--- src/sv/cv3_pkg.sv ---
// Shared types and constants of the 3x3 RGB convolution block.
package cv3_pkg;

	localparam int PIX_W = 24;
	localparam int SUM_W = 20;
	localparam int MAG_W = 19;
	localparam int MAX_HEIGHT = 1024;
	localparam logic [7:0] PIX_MAX = 8'd255;

	localparam logic [2:0] REG_WIDTH = 3'd0;
	localparam logic [2:0] REG_HEIGHT = 3'd1;
	localparam logic [2:0] REG_DIVISOR = 3'd2;
	localparam logic [2:0] REG_KERN_TOP = 3'd3;
	localparam logic [2:0] REG_KERN_MID = 3'd4;
	localparam logic [2:0] REG_KERN_BOT = 3'd5;

	typedef logic [PIX_W-1:0] pixel_t;

	typedef struct packed {
		logic [10:0] width;
		logic [10:0] height;
	} geom_t;

	typedef struct packed {
		logic [23:0] top;
		logic [23:0] middle;
		logic [23:0] bottom;
		logic [9:0] div;
	} kern_t;

	typedef struct packed {
		logic [9:0] row;
		logic [9:0] col;
		logic last;
		pixel_t [8:0] win;
	} win_item_t;

	typedef enum logic [1:0] {
		F_CLEAR,
		F_IDLE,
		F_PROC
	} front_state_t;

	typedef enum logic [1:0] {
		B_IDLE,
		B_MAC,
		B_DIV,
		B_OUT
	} back_state_t;

endpackage

--- src/sv/cv3_ifs.sv ---


interface cv3_res_if;
	logic valid;
	logic ready;
	logic [9:0] out_row;
	logic [9:0] out_col;
	logic [7:0] red_out;
	logic [7:0] green_out;
	logic [7:0] blue_out;
	logic frame_last;
	modport source(output valid, out_row, out_col, red_out, green_out, blue_out, frame_last,
		input ready);
	modport sink(input valid, out_row, out_col, red_out, green_out, blue_out, frame_last,
		output ready);
endinterface


--- src/sv/cv3_back.sv ---
// Back end: per-plane multiply-accumulate, restoring division and clamping.
module cv3_back (
	input logic clk,
	input logic arst_n,
	input logic head_valid,
	input cv3_pkg::win_item_t head_item,
	output logic pop,
	input cv3_pkg::kern_t kern,
	cv3_res_if.source res
);
	cv3_pkg::back_state_t state_q, state_d;
	cv3_pkg::win_item_t item_q;
	logic [3:0] k_q;
	logic [4:0] step_q;
	logic signed [cv3_pkg::SUM_W-1:0] acc_q [3];
	logic [9:0] rem_q [3];
	logic [cv3_pkg::MAG_W-1:0] quo_q [3];

	logic [23:0] krow;
	logic [1:0] kcol;
	logic signed [7:0] tap;
	cv3_pkg::pixel_t wpix;
	logic [9:0] dvs;
	logic [4:0] bit_idx;
	logic mac_done;
	logic div_done;
	logic signed [16:0] prod [3];
	logic [cv3_pkg::MAG_W-1:0] mag [3];
	logic [10:0] rem2 [3];
	logic ge [3];
	logic [7:0] clamped [3];

	assign dvs = (kern.div == 10'd0) ? 10'd1 : kern.div;
	assign mac_done = (k_q == 4'd8);
	assign div_done = (step_q == 5'(cv3_pkg::MAG_W - 1));
	assign bit_idx = 5'(cv3_pkg::MAG_W - 1) - step_q;
	assign wpix = item_q.win[k_q];

	always_comb begin
		case (k_q) inside
			4'd0, 4'd1, 4'd2: krow = kern.top;
			4'd3, 4'd4, 4'd5: krow = kern.middle;
			default: krow = kern.bottom;
		endcase
		case (k_q) inside
			4'd0, 4'd3, 4'd6: kcol = 2'd0;
			4'd1, 4'd4, 4'd7: kcol = 2'd1;
			default: kcol = 2'd2;
		endcase
		case (kcol)
			2'd0: tap = krow[7:0];
			2'd1: tap = krow[15:8];
			default: tap = krow[23:16];
		endcase
	end

	always_comb begin
		for (int p = 0; p < 3; p++) begin
			prod[p] = $signed({1'b0, wpix[8*p +: 8]}) * tap;
			mag[p] = acc_q[p][cv3_pkg::SUM_W-1] ? cv3_pkg::MAG_W'(-acc_q[p])
				: acc_q[p][cv3_pkg::MAG_W-1:0];
			rem2[p] = {rem_q[p], mag[p][bit_idx]};
			ge[p] = (rem2[p] >= {1'b0, dvs});
			// A negative sum divides to zero or below, which clamps to zero.
			if (acc_q[p][cv3_pkg::SUM_W-1]) clamped[p] = 8'd0;
			else if (quo_q[p] > cv3_pkg::MAG_W'(cv3_pkg::PIX_MAX)) clamped[p] = cv3_pkg::PIX_MAX;
			else clamped[p] = quo_q[p][7:0];
		end
	end

	always_comb begin
		state_d = state_q;
		unique case (state_q)
			cv3_pkg::B_IDLE: if (head_valid) state_d = cv3_pkg::B_MAC;
			cv3_pkg::B_MAC: if (mac_done) state_d = cv3_pkg::B_DIV;
			cv3_pkg::B_DIV: if (div_done) state_d = cv3_pkg::B_OUT;
			cv3_pkg::B_OUT: if (res.ready) state_d = cv3_pkg::B_IDLE;
			default: state_d = cv3_pkg::B_IDLE;
		endcase
	end

	always_comb begin
		pop = 1'b0;
		res.valid = 1'b0;
		unique case (state_q)
			cv3_pkg::B_IDLE: pop = head_valid;
			cv3_pkg::B_OUT: res.valid = 1'b1;
			default: ;
		endcase
	end

	assign res.out_row = item_q.row;
	assign res.out_col = item_q.col;
	assign res.frame_last = item_q.last;
	assign res.red_out = clamped[0];
	assign res.green_out = clamped[1];
	assign res.blue_out = clamped[2];

	always_ff @(posedge clk) begin
		if (pop) item_q <= head_item;
		for (int p = 0; p < 3; p++) begin
			if (pop) begin
				acc_q[p] <= '0;
			end else if (state_q == cv3_pkg::B_MAC) begin
				acc_q[p] <= acc_q[p] + cv3_pkg::SUM_W'(prod[p]);
			end
			if (state_q == cv3_pkg::B_MAC) begin
				rem_q[p] <= '0;
			end else if (state_q == cv3_pkg::B_DIV) begin
				rem_q[p] <= ge[p] ? 10'(rem2[p] - {1'b0, dvs}) : rem2[p][9:0];
				quo_q[p] <= {quo_q[p][cv3_pkg::MAG_W-2:0], ge[p]};
			end
		end
	end

	always_ff @(posedge clk or negedge arst_n) begin
		if (!arst_n) begin
			state_q <= cv3_pkg::B_IDLE;
			k_q <= '0;
			step_q <= '0;
		end else begin
			state_q <= state_d;
			if (pop) k_q <= '0;
			else if (state_q == cv3_pkg::B_MAC) k_q <= k_q + 4'd1;
			if (state_q == cv3_pkg::B_MAC) step_q <= '0;
			else if (state_q == cv3_pkg::B_DIV) step_q <= step_q + 5'd1;
		end
	end
endmodule

--- src/flat_wrapper.sv ---
// flat-port wrapper written by rule: the top's interface ports become plain ports
module cv3_back_flat 
  (clk, arst_n, head_valid, head_item, pop, kern, res_valid, res_out_row, res_out_col, res_red_out, res_green_out, res_blue_out, res_frame_last, res_ready);
  cv3_res_if res_i ();
  input logic clk;
  input logic arst_n;
  input logic head_valid;
  input cv3_pkg::win_item_t head_item;
  output logic pop;
  input cv3_pkg::kern_t kern;
  output wire logic [$bits(res_i.valid)-1:0] res_valid;
  output wire logic [$bits(res_i.out_row)-1:0] res_out_row;
  output wire logic [$bits(res_i.out_col)-1:0] res_out_col;
  output wire logic [$bits(res_i.red_out)-1:0] res_red_out;
  output wire logic [$bits(res_i.green_out)-1:0] res_green_out;
  output wire logic [$bits(res_i.blue_out)-1:0] res_blue_out;
  output wire logic [$bits(res_i.frame_last)-1:0] res_frame_last;
  input wire logic [$bits(res_i.ready)-1:0] res_ready;
  assign res_valid = res_i.valid;
  assign res_out_row = res_i.out_row;
  assign res_out_col = res_i.out_col;
  assign res_red_out = res_i.red_out;
  assign res_green_out = res_i.green_out;
  assign res_blue_out = res_i.blue_out;
  assign res_frame_last = res_i.frame_last;
  assign res_i.ready = res_ready;
  cv3_back u_core (.clk(clk), .arst_n(arst_n), .head_valid(head_valid), .head_item(head_item), .pop(pop), .kern(kern), .res(res_i));
endmodule
--- config.mk ---
export PLATFORM = sky130hd
export DESIGN_NAME = cv3_back_flat
export DESIGN_NICKNAME = d
export VERILOG_FILES = /design/src/sv/cv3_pkg.sv /design/src/sv/cv3_ifs.sv /design/src/sv/cv3_back.sv /design/src/flat_wrapper.sv
export SDC_FILE = /design/constraint.sdc
export NUM_CORES = 1
export LEC_CHECK = 0
export ABC_AREA = 1
export ABC_CLOCK_PERIOD_IN_PS = 9310
export BUFFER_PORTS_ARGS = -buffer_cell sky130_fd_sc_hd__buf_2
export CAP_MARGIN = 20
export CORE_MARGIN = 8
export CORE_UTILIZATION = 35
export CTS_CLUSTER_SIZE = 8
export DETAILED_ROUTE_END_ITERATION = 8
export PLACE_DENSITY = 0.51
export SLEW_MARGIN = 20
export SYNTH_ARGS = -nofsm -noshare
export SYNTH_HDL_FRONTEND = slang
export SYNTH_SLANG_ARGS = --single-unit
--- constraint.sdc ---
create_clock -name clk -period 9.31 [get_ports clk]
set_input_delay 0.4655 -clock clk [delete_from_list [all_inputs] [get_ports clk]]
set_output_delay 0.4655 -clock clk [all_outputs]
set_load 0.02 [all_outputs]
==> results.yml <==
status:
  status: "complete, no violations"
drt:
  first_pass_iters: 5
  avgRoutedWirePerCell_um: 18.5
  ant_nets: 0
  vias_per_cell: 4.88
  drc: 0
  vias: 22100
  initialDrtViolationCount: 1238
  routed_wl_um: 83900
worst_setup_path:
  critPathKind: "flop to flop"
  path_buf_inv: 6
  cpPeakStageDelay_ns: 0.72
  cp_max_fo: 41
  end_kind: "flop"
  cp_common_cell: "fa_1"
  worstPathRequired_ns: 9.69
  arrival_ns: 8.36
  start_kind: "flop"
  cp_top_family: "adder cells"
  slowest_stage: "o31ai_4"
placed_design:
  place_congestion: 0.862
  hpwl_um: 63000
  place_ws_ns: 1.42
  port_buffers: 369
logic_synthesis:
  syn-cell-area_um2: 27800
  synth-seq-cells: 395
  async_flop_share_pct: 2.78
  synth-adder-area-share_pct: 21.5
  synth_top_family_by_area: "adder cells"
  ys.flop_type: "edfxtp_1"
  syn_avg_cell_area_um2: 9.57
  synthSimpleGateAreaFrac_pct: 15.7
  synth_edf_count: 384
  yosysWarningCount: 0
  yosysSeqAreaShare_pct: 42.4
  synth_compound_area_share_pct: 11.1
  synth_mux_area_share_pct: 0
  syn_inst: 2909
  synthDistinctLibCells: 62
  synth_xor_xnor_area_share_pct: 1.10
  synth_nets: 3615
floorplan:
  die_h_um: 298
  die_w_um: 298
  die_area_um2: 88800
  initial_core_util_pct: 35.3
  row_count: 103
  core_area_um2: 78900
  io_pins: 370
clocking:
  cts_buffers: 57
  htreeDepth: 2
  clk_pin_slew_ns: 0.06
  clockBufferDepth: 3
  numClockSinks: 395
  cts_tree: "yes"
  worstSkewPairLatency_ns: 0.64
  root_buffer: "clkbuf_16"
sta:
  finClkSkew_ns: 0.0622
  tns_ns: 0
  setup_viol: 0
  tightest_slew_ns: 0.983
  finalMaxSlewViolations: 0
  period_share_pct: 85.7
  setup_ws_ns: 1.33
  post-route-min-period_ns: 7.98
  slew_headroom_pct: 34.5
  hold_viol: 0
  fmax_mhz: 125
  fin_hold_ws_ns: 0.0308
  rsz0062_at_grt: "false"
layout:
  drive_above_1_share_pct: 15.3
  final_nets: 4167
  syn2layout_area_growth_pct: 23.6
  fill_cells: 7609
hold_path:
  hp-class: "input port to flop"
flow_run:
  cap_viol_max_count: 0
global_route:
  grt_max_degree: 107
  grt_util_all_layers_pct: 18.4
  grt_pass1_vias: 22800
  grt.overflow.total: 0
  antenna_found_initial: 10
  grt_first_pass_wirelength_um: 130000
[placed cells by master, fill, tap and decap left out, drive strengths merged, types with 2 or more instances in the layout]
cell	instances
or2	4
o21a	11
clkbuf	71
nand3	152
xor2	20
nand4	10
and2	3
a21o	8
diode	8
and3	23
a21oi	175
a221o	2
clkinv	8
nor2	304
nor4	11
o21bai	2
nand2	493
o31ai	3
o211ai	23
o21ai	219
edfxtp	384
o221ai	24
ha	224
o2111ai	2
nand3b	6
dlygate4sd3	223
nor3	18
a211oi	11
a32o	24
o22ai	3
dfrtp	11
xnor2	15
fa	159
a21boi	2
a31oi	7
buf	392
inv	425
[per-stage QoR]
stage	area, µm²	std cells	util (%)
final	34400	4538	43.6
after global routing	34400	4537	43.6
after floorplan	27800	2909	-
after detailed placement	30500	4229	38.7
after CTS	34400	4530	43.6
after global placement	30500	4229	38.7
[repair_timing]
item                       4_1_cts  5_1_grt
setup endpoints to repair        0        0
hold endpoints to repair       233        0
gates resized for setup          0        0
hold buffers                   223        0
setup buffers                    0        0
[worst register-to-register path, delay by kind of cell (launching register included)]
kind                     cells  cell delay, ns
buffers and inverters        6            1.27
AO/OA/AOI/OAI                8            1.83
adder cells (fa/ha/maj)      7            3.20
AND/OR/NAND/NOR              7            1.12
flip-flops                   1            0.32
[layout make-up]
cell class	instances	area (µm²)	share of cell area, %
Antenna cell	8	20.0	0.0582
Clock buffer	71	1480	4.30
Clock inverter	7	134	0.389
Inverter	427	1610	4.69
Multi-Input combinational cell	1965	13800	40.1
Sequential cell	395	11800	34.3
Tap cell	1050	1310	3.82
Timing Repair Buffer	615	4260	12.4
[registers in the layout, summed over array words and instances (netlist names)]
signal	cells
u_core.acc_q	60
u_core.item_q	216
u_core.k_q	4
u_core.quo_q	57
u_core.rem_q	30
u_core.res.frame_last	1
u_core.res.out_col	10
u_core.res.out_row	10
u_core.state_q	2
u_core.step_q	5
[synthesized netlist by cell type, types with 24 or more instances]
library cell,instances,area [µm²]
nor2_1,278,1040
edfxtp_1,384,11500
o21ai_0,208,1040
buf_4,26,195
a32o_1,24,240
ha_1,224,2800
inv_1,406,1520
fa_1,159,3180
nand3_1,149,746
a21oi_1,175,876
nand2_1,488,1830
clkbuf_1,50,188
o221ai_1,24,210
[cell families (layout without fill, tap and decap cells)]
logic type,after synthesis,in the layout
other,0,8
flip-flops,395,395
buffers and inverters,549,1120
AO/OA/AOI/OAI,523,523
adder cells (fa/ha/maj),383,383
XOR/XNOR,35,35
AND/OR/NAND/NOR,1024,1024
[final timing paths]
path	end	startpoint	cells after the start	slack, ns
worst max-delay path	u_core.acc_q[1][17]$_SDFFCE_PN0P_	u_core.k_q[1]$_DFFE_PN0P_	28	1.33
worst min-delay path	u_core.item_q[1]$_DFFE_PP_	head_item[1]	1	0.03
worst max register to register	u_core.acc_q[1][17]$_SDFFCE_PN0P_	u_core.k_q[1]$_DFFE_PN0P_	28	1.33
worst min register to register	u_core.quo_q[0][56]$_DFFE_PP_	u_core.quo_q[0][55]$_DFFE_PP_	0	0.41
max in group asynchronous	u_core.k_q[0]$_DFFE_PN0P_	arst_n	2	8.63
min in group asynchronous	u_core.k_q[2]$_DFFE_PN0P_	arst_n	2	0.34
[routing by layer]
layer | part of all wire (%) | wire (µm) | up-vias | track usage, %
li1 | - | - | 10900 | -
met1 | 44 | 37000 | 10400 | 24.0
met2 | 46 | 38800 | 687 | 30.3
met3 | 6.7 | 5600 | 134 | 4.25
met4 | 2.9 | 2420 | 4 | 5.41
met5 | 0.032 | 27 | - | 0
Power is not shown: default switching activity piles up to over one toggle a cycle in this logic, so the estimate is an artifact.
