File: config.mk
export PLATFORM = sky130hd
export DESIGN_NAME = cv3_queue
export DESIGN_NICKNAME = d
export VERILOG_FILES = /design/src/sv/cv3_pkg.sv /design/src/sv/cv3_queue.sv
export SDC_FILE = /design/constraint.sdc
export NUM_CORES = 1
export LEC_CHECK = 0
export ABC_AREA = 1
export BUFFER_PORTS_ARGS = -buffer_cell sky130_fd_sc_hd__buf_4
export CAP_MARGIN = 20
export CORE_AREA = 2 2 229 164
export DETAILED_ROUTE_END_ITERATION = 7
export DIE_AREA = 0 0 231 166
export MAX_ROUTING_LAYER = met4
export PLACE_DENSITY = 0.78
export SETUP_SLACK_MARGIN = 0.3
export SLEW_MARGIN = 20
export SYNTH_ARGS = -nofsm -noshare
export SYNTH_HDL_FRONTEND = slang
export SYNTH_SLANG_ARGS = --single-unit
File: constraint.sdc
create_clock -name clk -period 30.5 [get_ports clk]
set_clock_uncertainty 0.15 [all_clocks]
set_input_delay 6.1 -clock clk [delete_from_list [all_inputs] [get_ports clk]]
set_output_delay 6.1 -clock clk [all_outputs]
set_load 0.02 [all_outputs]
File: src/sv/cv3_pkg.sv
// Shared types and constants of the 3x3 RGB convolution block.
package cv3_pkg;

	localparam int PIX_W = 24;
	localparam int SUM_W = 20;
	localparam int MAG_W = 19;
	localparam int MAX_HEIGHT = 1024;
	localparam logic [7:0] PIX_MAX = 8'd255;

	localparam logic [2:0] REG_WIDTH = 3'd0;
	localparam logic [2:0] REG_HEIGHT = 3'd1;
	localparam logic [2:0] REG_DIVISOR = 3'd2;
	localparam logic [2:0] REG_KERN_TOP = 3'd3;
	localparam logic [2:0] REG_KERN_MID = 3'd4;
	localparam logic [2:0] REG_KERN_BOT = 3'd5;

	typedef logic [PIX_W-1:0] pixel_t;

	typedef struct packed {
		logic [10:0] width;
		logic [10:0] height;
	} geom_t;

	typedef struct packed {
		logic [23:0] top;
		logic [23:0] middle;
		logic [23:0] bottom;
		logic [9:0] div;
	} kern_t;

	typedef struct packed {
		logic [9:0] row;
		logic [9:0] col;
		logic last;
		pixel_t [8:0] win;
	} win_item_t;

	typedef enum logic [1:0] {
		F_CLEAR,
		F_IDLE,
		F_PROC
	} front_state_t;

	typedef enum logic [1:0] {
		B_IDLE,
		B_MAC,
		B_DIV,
		B_OUT
	} back_state_t;

endpackage

File: src/sv/cv3_queue.sv
// Two-entry queue that carries windows from the front end to the arithmetic back end.
module cv3_queue (
	input logic clk,
	input logic arst_n,
	input logic push,
	input cv3_pkg::win_item_t push_item,
	output logic full,
	output logic head_valid,
	output cv3_pkg::win_item_t head_item,
	input logic pop
);
	cv3_pkg::win_item_t slot_q [2];
	logic wr_ptr_q;
	logic rd_ptr_q;
	logic [1:0] cnt_q;

	assign full = (cnt_q == 2'd2);
	assign head_valid = (cnt_q != 2'd0);
	assign head_item = slot_q[rd_ptr_q];

	always_ff @(posedge clk) begin
		if (push) slot_q[wr_ptr_q] <= push_item;
	end

	always_ff @(posedge clk or negedge arst_n) begin
		if (!arst_n) begin
			wr_ptr_q <= 1'b0;
			rd_ptr_q <= 1'b0;
			cnt_q <= 2'd0;
		end else begin
			if (push) wr_ptr_q <= !wr_ptr_q;
			if (pop) rd_ptr_q <= !rd_ptr_q;
			cnt_q <= cnt_q + {1'b0, push} - {1'b0, pop};
		end
	end
endmodule

==> results.md, run 1 <==
* Layout area overhead at 29.2%
* Worst setup margin at 21.16 ns
* Netlist cell types at 14
* Wire per inst at 17.5 um
* Worst R2R Setup Slack at 27.70 ns
* Met3 Use GR at 5.61%
* Die width at 231 um
* Hold_buf cts at 0
* Critical path class: flip-flop to output port
* Mean area per synthesized cell at 14.1 um^2
* Synth Flop Type: edfxtp_1
* Pre-CTS WS at 21.56 ns
* Post-synthesis register bit count at 478
* Initial Util at 49.2%
* Routed Antenna Nets at 0
* Io pins at 480
* Post-synthesis cell count at 1263
* Syn Nets at 1506
* Cell internal pwr at 0.00145 W
* Worst Reg-to-Reg Cells at 3
* Largest net degree at the start of global routing at 232
* P_leak at 9.71 nW
* Post-CTS Resized at 0
* Vias per cell at 4.80
* Core area at 36300 um^2
* Max-slew violations at 0
* Design area at 23100 um^2
* Worst-path maximum fanout at 231
* Power Total at 0.00225 W
* Die height at 166 um
* Root buffer cell: clkbuf_16
* Sink Count at 478
* Site Rows at 59
* Crit. End Element: output port
* First drt pass iteration count at 5
* TritonCTS buffer count at 45
* Worst r2r dst: slot_q[1][67]$_DFFE_PP_
* Vias at 10900
* Max Cap Viol at 0
* PD cells at 97.5 nW/um^2
* Final wirelength at 39.6 mm
* Switching part of the total power at 35.4%
* Setup TNS at 0 ns
* Met1 Usage GRT at 25.0%
* Setup crit end: head_item[115]
* Startpoint Class: flip-flop
* Required @ worst endpoint at 24.25 ns
* EDFF count, synth at 474
* Sequential share of the synthesized area at 80.3%
* RR Startpoint: wr_ptr_q$_DFFE_PN0P_
* Clock slew at reported path FFs at 0.06 ns
* Drt initial violations at 708
* Synth top area share at 79.7%
* CTS H-tree depth at 2
* Peak supply drop at 0.0707 mV
* Post-Synthesis Cell Area at 17900 um^2
* Final Setup Violations at 0
* Post-synth ARST share at 0.837%
* Tmin final at 9.34 ns
* Final hold violations at 0
* Most frequent cell after synthesis: edfxtp_1
* Fin crit share at 30.6%
* Global-route wire length before repair at 60.4 mm
* Combinational Power Share at 35.9%
* Worst Hold Class: flip-flop to flip-flop
* Most used routing layer: met2
* Top cells by area, synth: edfxtp_1 80%, o21ai_0 5.5%, inv_1 5.1%
* Post-CTS setup buffers at 0
* CP arrival at 3.09 ns
* RD Place Congestion at 0.856
* Initial antenna violation count at 4
* Switch Pwr at 0.000797 W
* Sequential Power Share at 40.9%
* Longest Clk Path Bufs at 3
* Largest area contributor in the netlist: edfxtp_1
* Unrepaired setup endpoints after global routing: no
* Grt total ovfl at 0
* Gr usage total at 21.1%
* Clk_lat worst skew at 0.52 ns
* DIE AREA at 38300 um^2
* Routing usage on met2 at 34.0%
* Warnings from Yosys at 0
* Slew headroom at 30.7%
* Final Net Count at 1987
* Top cells by count, synth: 474 x edfxtp_1, 244 x inv_1, 244 x nand2_1
* Vias in the first global route at 11200
* Crit. Startpoint: rd_ptr_q$_DFFE_PN0P_
* PortBufs at 479
* DR DRC count at 0
* HPWL Detailed at 26.8 mm
* Status: complete, no violations
* Ratio of cells with drive above 1 in the final layout at 31.0%
* CTS tree: done
* Worst slew pin tran at 1.04 ns
* Fmax at 0.107 GHz
* DP Area at 21700 um^2
* Clock power frac at 23.1%
how the worst min path moves through the flow:
stage	start	cells after the start	slack, ns	to
2_1_floorplan	wr_ptr_q$_DFFE_PN0P_	1	0.31	wr_ptr_q$_DFFE_PN0P_
3_3_place_gp	wr_ptr_q$_DFFE_PN0P_	1	0.38	wr_ptr_q$_DFFE_PN0P_
3_5_place_dp	wr_ptr_q$_DFFE_PN0P_	1	0.42	wr_ptr_q$_DFFE_PN0P_
4_1_cts	wr_ptr_q$_DFFE_PN0P_	1	0.43	wr_ptr_q$_DFFE_PN0P_
5_1_grt	wr_ptr_q$_DFFE_PN0P_	1	0.43	wr_ptr_q$_DFFE_PN0P_
6_report	wr_ptr_q$_DFFE_PN0P_	1	0.43	wr_ptr_q$_DFFE_PN0P_
power groups by stage:
stage	Clock [W]	Sequential (W)	Combinational, W
final	0.000520	0.000920	0.000808
after global routing	0.000561	0.000933	0.000870
after CTS	0.000534	0.000921	0.000818
after detailed placement	0	0.000935	0.000813
after global placement	0	0.000928	0.000800
after floorplan	0	0.000948	0.000496
layout make-up:
class,instances,area [um^2]
Sequential cell,478,14300
Fill cell,2624,13200
Timing Repair Buffer,487,3670
Multi-Input combinational cell,488,2160
Clock buffer,54,1160
Inverter,244,923
Tap cell,488,611
Clock inverter,25,194
Antenna cell,4,10.0
state kept, by name, summed over array words and instances (netlist names):
name and flops:
wr_ptr_q 1, rd_ptr_q 1, slot_q 474, cnt_q 2
cell usage in the layout, fill, tap and decap left out:
cell	Yosys	layout
buf_12	0	1
buf_6	25	1
diode_2	0	4
inv_1	244	243
nand2_1	244	244
bufinv_16	0	3
clkinv_1	0	9
o21ai_0	195	195
clkbuf_16	0	45
nor2_4	0	1
xor2_1	2	2
dfrtp_4	0	1
inv_8	0	1
clkinv_2	0	11
clkinvlp_4	0	2
ha_1	2	2
clkbuf_1	2	9
buf_4	13	485
edfxtp_1	474	474
nand3_1	1	1
o21ai_1	42	42
nor2_1	2	1
dfrtp_1	4	3
per-stage QoR:
stage                     std cells  utilization (%)  hold WS [ns]
final                          2268             63.5         0.427
after global placement         2185             59.8         0.381
after detailed placement       2185             59.8         0.416
after global routing           2268             63.5         0.428
after floorplan                1263                -         0.313
after CTS                      2264             63.5         0.426
layer usage:
layer / routed length (um) / share of wire (%)
met4: 1690 / 4.3
met3: 3230 / 8.1
met5: 0 / 0
met1: 15200 / 38
met2: 19500 / 49
worst max-delay path, stage by stage (launching register included):
cell and delay, ns:
dfrtp_4 1.07, buf_12 0.54, o21ai_0 0.32, buf_4 0.23
logic make-up after synthesis:
logic type | Yosys count | synth area share (%)
flip-flops | 478 | 80.3
buffers and inverters | 297 | 7.66
AND/OR/NAND/NOR | 247 | 5.20
AO/OA/AOI/OAI | 237 | 6.64
XOR/XNOR | 2 | 0.0981
adder cells (fa/ha/maj) | 2 | 0.140
(Power assumes the default switching activity.)
==> run 2: changes to the inputs <==
==> constraint.sdc (replaced) <==
create_clock -name clk -period 9.8 [get_ports clk]
set_clock_uncertainty 0.15 [all_clocks]
set_input_delay 1.96 -clock clk [delete_from_list [all_inputs] [get_ports clk]]
set_output_delay 1.96 -clock clk [all_outputs]
set_load 0.02 [all_outputs]
==> run 2 against run 1 <==
Effect of this change: non-clock buffer count unchanged; largest power group unchanged; highest routed layer unchanged; utilization is 0.23 points higher; die area stayed put; critical path type unchanged; final area grew 0.37%; critical endpoint is now head_item[87]; final cell count up 0.22%; clock power rose to 3.2 times the previous value; sequential share of layout area shrank 0.23 points; register-to-register slack worse by 20 ns; sequential cell count is the same; combinational power rose to 3.1 times the previous value; critical path depth is 1 higher.
==> results.md, run 2 (synthesis gave the netlist of run 1 again) <==
* Fin crit share at 52.6%
* Worst Hold Endpoint: wr_ptr_q$_DFFE_PN0P_ (unchanged)
* Peak supply drop at 0.216 mV (was 0.0707 mV)
* Layout area overhead at 29.7% (was 29.2%)
* Required @ worst endpoint at 7.69 ns (was 24.25 ns)
* Max FFs per register at 474 (unchanged)
* Grt total ovfl at 0 (unchanged)
* Unrepaired setup endpoints after global routing: no (unchanged)
* Routed Antenna Nets at 0 (unchanged)
* HPWL Detailed at 25.8 mm (was 26.8 mm)
* Ratio of cells with drive above 1 in the final layout at 31.0% (about the same)
* Io pins at 480 (unchanged)
* Critical path class: flip-flop to output port (unchanged)
* Initial Util at 49.2% (unchanged)
* Setup TNS at 0 ns (unchanged)
* Core area at 36300 um^2 (unchanged)
* Slew headroom at 27.7% (was 30.7%)
* CP arrival at 3.04 ns (was 3.09 ns)
* Crit-path max cell delay at 0.90 ns (was 1.07 ns)
* Max Cap Viol at 0 (unchanged)
* Fmax at 0.194 GHz
* Startpoint Class: flip-flop (unchanged)
* Vias per cell at 4.79 (was 4.80)
* P_leak at 9.75 nW (was 9.71 nW)
* DR DRC count at 0 (unchanged)
* PD cells at 304 nW/um^2 (was 97.5 nW/um^2)
* Biggest regs: slot_q x474, cnt_q x2 (unchanged)
* CTS H-tree depth at 2 (unchanged)
* Most frequent cells in the layout: 484 x buf_4, 474 x edfxtp_1, 244 x nand2_1 (was 485 x buf_4, 474 x edfxtp_1, 244 x nand2_1)
* Sink Count at 478 (unchanged)
* Vias in the first global route at 10900 (was 11200)
* Initial antenna violation count at 3 (was 4)
* Largest net degree at the start of global routing at 288 (was 232)
* Die height at 166 um (unchanged)
* Filler instances at 2637 (was 2624)
* Post-CTS setup buffers at 0 (unchanged)
* Clock slew at reported path FFs at 0.07 ns (was 0.06 ns)
* Worst r2r dst: slot_q[1][188]$_DFFE_PP_ (was slot_q[1][67]$_DFFE_PP_)
* Critical path cell sequence: buf_12 -> buf_16 -> o21ai_0 -> buf_4 (was buf_12 -> o21ai_0 -> buf_4)
* Die width at 231 um (unchanged)
* Global-route wire length before repair at 58.9 mm (was 60.4 mm)
* Worst-path maximum fanout at 197 (was 231)
* Worst slew pin tran at 1.09 ns (was 1.04 ns)
* Final Net Count at 1988 (was 1987)
* Worst Hold Class: flip-flop to flip-flop (unchanged)
* TritonCTS buffer count at 46 (was 45)
* Longest Clk Path Bufs at 3 (unchanged)
* Clk_lat worst skew at 0.54 ns (was 0.52 ns)
* Crit. Startpoint: rd_ptr_q$_DFFE_PN0P_ (unchanged)
* Post-CTS Resized at 0 (unchanged)
* RR Startpoint: wr_ptr_q$_DFFE_PN0P_ (unchanged)
* Final Setup Violations at 0 (unchanged)
* Final wirelength at 39.0 mm (was 39.6 mm)
* RD Place Congestion at 0.826 (was 0.856)
* Most common cell after layout, fill and taps aside: buf_4 (unchanged)
* Critical hold path startpoint: wr_ptr_q$_DFFE_PN0P_ (unchanged)
* Max-slew violations at 0 (unchanged)
* Tmin final at 5.15 ns
* Status: complete, no violations (unchanged)
* Worst Reg-to-Reg Cells at 3 (unchanged)
* Final hold violations at 0 (unchanged)
* Most flops, register: slot_q (unchanged)
* Root buffer cell: clkbuf_16 (unchanged)
* Gr usage total at 20.4% (was 21.1%)
* Wire per inst at 17.2 um (was 17.5 um)
* Hold_buf cts at 0 (unchanged)
* Slowest library cell on the worst path: dfrtp_4 (unchanged)
* Site Rows at 59 (unchanged)
* Buf/Inv on CP at 3 (was 2)
* Vias at 10900 (about the same)
* PortBufs at 479 (unchanged)
* Worst R2R Setup Slack at 7.27 ns (was 27.70 ns)
* CP delay by family, top: buffers and inverters (was flip-flops)
* Hold Path Stages at 1 (unchanged)
* First drt pass iteration count at 5 (unchanged)
* Drt initial violations at 837 (was 708)
* DIE AREA at 38300 um^2 (unchanged)
* CTS tree: done (unchanged)
* Post-layout util at 63.8% (was 63.5%)
* Crit. End Element: output port (unchanged)
[run 2: cell types whose count changed in the layout (fill, tap and decap cells not counted), sizes merged]
cell,change
bufinv,-2
clkbuf,+4
clkinv,+3
clkinvlp,-1
diode,-1
inv,+2
[run 2: routing by layer]
metal	GRT usage (%)	wire length, um	up-vias
li1	-	-	5235
met1	24.0	14900	5176
met2	33.6	19500	392
met3	5.94	3300	91
met4	7.27	1310	0
met5	-	0	-
[run 2: worst max path at each step]
stage / slack, ns / cells after the start / end
2_1_floorplan: 1.05 / 2 / slot_q[0][0]$_DFFE_PP_
3_3_place_gp: 5.37 / 3 / head_item[49]
4_1_cts: 4.71 / 3 / head_item[87]
3_5_place_dp: 5.32 / 3 / head_item[87]
5_1_grt: 4.44 / 4 / head_item[87]
6_report: 4.65 / 4 / head_item[87]
[run 2: through the flow]
stage               hold WS [ns]  worst slack [ns]  instances  total power, W  cell area (um^2)
finish                     0.391              4.65       2273         0.00704             23200
global route               0.418              4.44       2273         0.00740             23200
CTS                        0.396              4.71       2269         0.00711             23100
detailed placement         0.384              5.32       2184         0.00543             21700
global placement           0.380              5.37       2184         0.00538             21700
floorplan                  0.331              1.05       1263         0.00446             17900
[run 2: cell type report]
class	instances	area, um^2	share of cell area, %
tap	488	611	2.64
timing repair buffer	487	3690	15.9
antenna	3	7.51	0.0324
sequential	478	14300	61.9
clock inverter	27	161	0.697
inverter	244	923	3.99
multi-input combinational	488	2160	9.35
clock buffer	58	1260	5.44
[run 2: power by group]
part           switching, W  internal (W)  total (W)
clock network      0.000728      0.000939    0.00167
registers          0.000129       0.00272    0.00285
logic               0.00164      0.000888    0.00253
==> run 3: changes to the inputs <==
--- a/config.mk
+++ b/config.mk
@@ -8,11 +8,11 @@
 export ABC_AREA = 1
 export BUFFER_PORTS_ARGS = -buffer_cell sky130_fd_sc_hd__buf_4
 export CAP_MARGIN = 20
-export CORE_AREA = 2 2 229 164
+export CORE_AREA = 2 2 236 169
 export DETAILED_ROUTE_END_ITERATION = 7
-export DIE_AREA = 0 0 231 166
+export DIE_AREA = 0 0 238 171
 export MAX_ROUTING_LAYER = met4
-export PLACE_DENSITY = 0.78
+export PLACE_DENSITY = 0.77
 export SETUP_SLACK_MARGIN = 0.3
 export SLEW_MARGIN = 20
 export SYNTH_ARGS = -nofsm -noshare
==> constraint.sdc (replaced) <==
create_clock -name clk -period 4.41 [get_ports clk]
set_clock_uncertainty 0.15 [all_clocks]
set_input_delay 0.882 -clock clk [delete_from_list [all_inputs] [get_ports clk]]
set_output_delay 0.882 -clock clk [all_outputs]
set_load 0.02 [all_outputs]
==> run 3 against run 2 <==
Effect of this change: global-route usage is 1.2 points lower; critical path depth is 1 lower; non-clock buffer count rose by 23; sequential share of layout area down 0.75 points; combinational power up 130%; die area up 6.1%; final area increased by 1.2%; first-iteration DRC count is 22% lower; routed wire length increased by 1.7%; sequential power rose by 120%; via count is 0.65% higher; final cell count increased by 1.4%.
==> results.md, run 3 (synthesis gave the netlist of run 1 again) <==
* Clk_lat worst skew at 0.54 ns (about the same)
* Drt initial violations at 649 (was 837)
* RR Startpoint: wr_ptr_q$_DFFE_PN0P_ (unchanged)
* Hold_buf cts at 1 (was 0)
* Setup crit end: head_item[105] (was head_item[87])
* Die height at 171 um (was 166 um)
* Worst Reg-to-Reg Cells at 3 (unchanged)
* Post-layout util at 60.5% (was 63.8%)
* Hold Path Stages at 2 (was 1)
* RD Place Congestion at 0.822 (was 0.826)
* PD cells at 674 nW/um^2 (was 304 nW/um^2)
* Global-route wire length before repair at 58.4 mm (was 58.9 mm)
* Final hold violations at 0 (unchanged)
* Initial Util at 46.1% (was 49.2%)
* Most flops, register: slot_q (unchanged)
* Worst slew pin tran at 0.685 ns (was 1.09 ns)
* Max Cap Viol at 0 (unchanged)
* Fmax at 0.295 GHz
* Critical hold path startpoint: pop (was wr_ptr_q$_DFFE_PN0P_)
* Critical path class: flip-flop to output port (unchanged)
* Die width at 238 um (was 231 um)
* Grt total ovfl at 0 (unchanged)
* Final Setup Violations at 0 (unchanged)
* Largest net degree at the start of global routing at 119 (was 288)
* ANT cells at 0 (was 3)
* Crit. End Element: output port (unchanged)
* Ratio of cells with drive above 1 in the final layout at 32.0% (was 31.0%)
* Max-slew violations at 0 (unchanged)
* Unrepaired setup endpoints after global routing: no (unchanged)
* Gr usage total at 19.2% (was 20.4%)
* Post-CTS setup buffers at 0 (unchanged)
* Slew headroom at 54.3% (was 27.7%)
* Tmin final at 3.39 ns
* CTS tree: done (unchanged)
* Clock slew at reported path FFs at 0.06 ns (was 0.07 ns)
* TritonCTS buffer count at 45 (was 46)
* DR DRC count at 0 (unchanged)
* Layout area overhead at 31.3% (was 29.7%)
* Fin crit share at 77.0%
* Slowest library cell on the worst path: dfrtp_4 (unchanged)
* Required @ worst endpoint at 3.38 ns (was 7.69 ns)
* Final Net Count at 2010 (was 1988)
* CTS H-tree depth at 2 (unchanged)
* Startpoint Class: flip-flop (unchanged)
* Most frequent cells in the layout: 499 x buf_4, 474 x edfxtp_1, 243 x nand2_1 (was 484 x buf_4, 474 x edfxtp_1, 244 x nand2_1)
* Initial antenna violation count at 0 (was 3)
* Min Hold Slack at 0.366 ns (was 0.391 ns)
* Max FFs per register at 474 (unchanged)
* Biggest regs: slot_q x474, cnt_q x2 (unchanged)
* Filler instances at 2927 (was 2637)
* Crit path top cell by count: buf_4
* Status: complete, no violations (unchanged)
* PortBufs at 479 (unchanged)
* Sink Count at 478 (unchanged)
* Sequential cell area at 14300 um^2 (unchanged)
* Core area at 38800 um^2 (was 36300 um^2)
* Worst-path maximum fanout at 67 (was 197)
* HPWL Detailed at 27.3 mm (was 25.8 mm)
* Worst R2R Setup Slack at 2.30 ns (was 7.27 ns)
* Crit-path max cell delay at 0.87 ns (was 0.90 ns)
* P_leak at 9.89 nW (was 9.75 nW)
* Site Rows at 61 (was 59)
* Most common cell after layout, fill and taps aside: buf_4 (unchanged)
* Worst Hold Class: input pin to flip-flop (was flip-flop to flip-flop)
* Wire per inst at 17.2 um (about the same)
* Longest Clk Path Bufs at 3 (unchanged)
* Peak supply drop at 0.441 mV (was 0.216 mV)
* Multi-input logic area at 2180 um^2 (was 2160 um^2)
* Power Total at 0.0158 W (was 0.00704 W)
* Vias per cell at 4.76 (was 4.79)
* Critical path cell sequence: buf_4 -> o21ai_0 -> buf_4 (was buf_12 -> buf_16 -> o21ai_0 -> buf_4)
* Vias at 11000 (was 10900)
* Io pins at 480 (unchanged)
* Routed Antenna Nets at 0 (unchanged)
* Final wirelength at 39.7 mm (was 39.0 mm)
* DIE AREA at 40700 um^2 (was 38300 um^2)
* Worst r2r dst: slot_q[0][107]$_DFFE_PP_ (was slot_q[1][188]$_DFFE_PP_)
* Root buffer cell: clkbuf_16 (unchanged)
* Crit. Startpoint: rd_ptr_q$_DFFE_PN0P_ (unchanged)
* First drt pass iteration count at 5 (unchanged)
* Vias in the first global route at 10800 (was 10900)
* CP arrival at 2.36 ns (was 3.04 ns)
* Post-CTS Resized at 0 (unchanged)
run 3: changes by cell type in the layout (fill, tap and decap cells not counted), sizes merged:
| cell | before | now |
|---|---|---|
| bufinv | 1 | 2 |
| dlygate4sd3 | 0 | 1 |
| diode | 3 | 0 |
| buf | 487 | 509 |
| clkinv | 23 | 18 |
run 3: critical path, delay by kind of cell (launching register included):
family / cells / cell delay, ns
buffers and inverters: 2 / 0.70
DFF: 1 / 0.87
AOI/OAI and AO/OA: 1 / 0.20
run 3: routing by layer:
metal	track usage, %	vias up	share of wire [%]
met2	31.9	397	50
li1	-	5268	-
met5	-	-	0
met1	22.3	5202	39
met3	5.84	98	8.2
met4	7.23	0	3.5
run 3: how the worst min path moves through the flow:
stage          slack, ns                  endpoint
2_1_floorplan       0.39        cnt_q[1]$_DFF_PN0_
3_5_place_dp        0.44        cnt_q[1]$_DFF_PN0_
4_1_cts             0.33  slot_q[1][236]$_DFFE_PP_
6_report            0.37      rd_ptr_q$_DFFE_PN0P_
3_3_place_gp        0.41        cnt_q[1]$_DFF_PN0_
5_1_grt             0.33  slot_q[0][236]$_DFFE_PP_
run 3: stage by stage:
stage               std cells  setup TNS (ns)  setup slack (ns)  instance area, um^2
finish                   2305               0              1.02                23400
floorplan                1263         -272.51            -0.596                17900
detailed placement       2223               0              1.57                22000
CTS                      2305               0             0.969                23400
global placement         2222               0              1.36                22000
global route             2305               0             0.799                23400
run 3: report_power, final:
group	internal (W)	leakage [nW]	total (W)	switching [W]
sequential	0.00602	4.49	0.00631	0.000290
clock	0.00210	0.697	0.00370	0.00159
combinational	0.00210	4.70	0.00581	0.00371
total	0.0102	9.89	0.0158	0.00559
run 3: cell type report:
type	count	area share, %
well taps	504	2.69
clock buffers	58	5.28
inverters	244	3.98
multi-input cells	488	9.30
repair buffers	510	16.9
flip-flops and latches	478	61.2
clock inverters	23	0.715
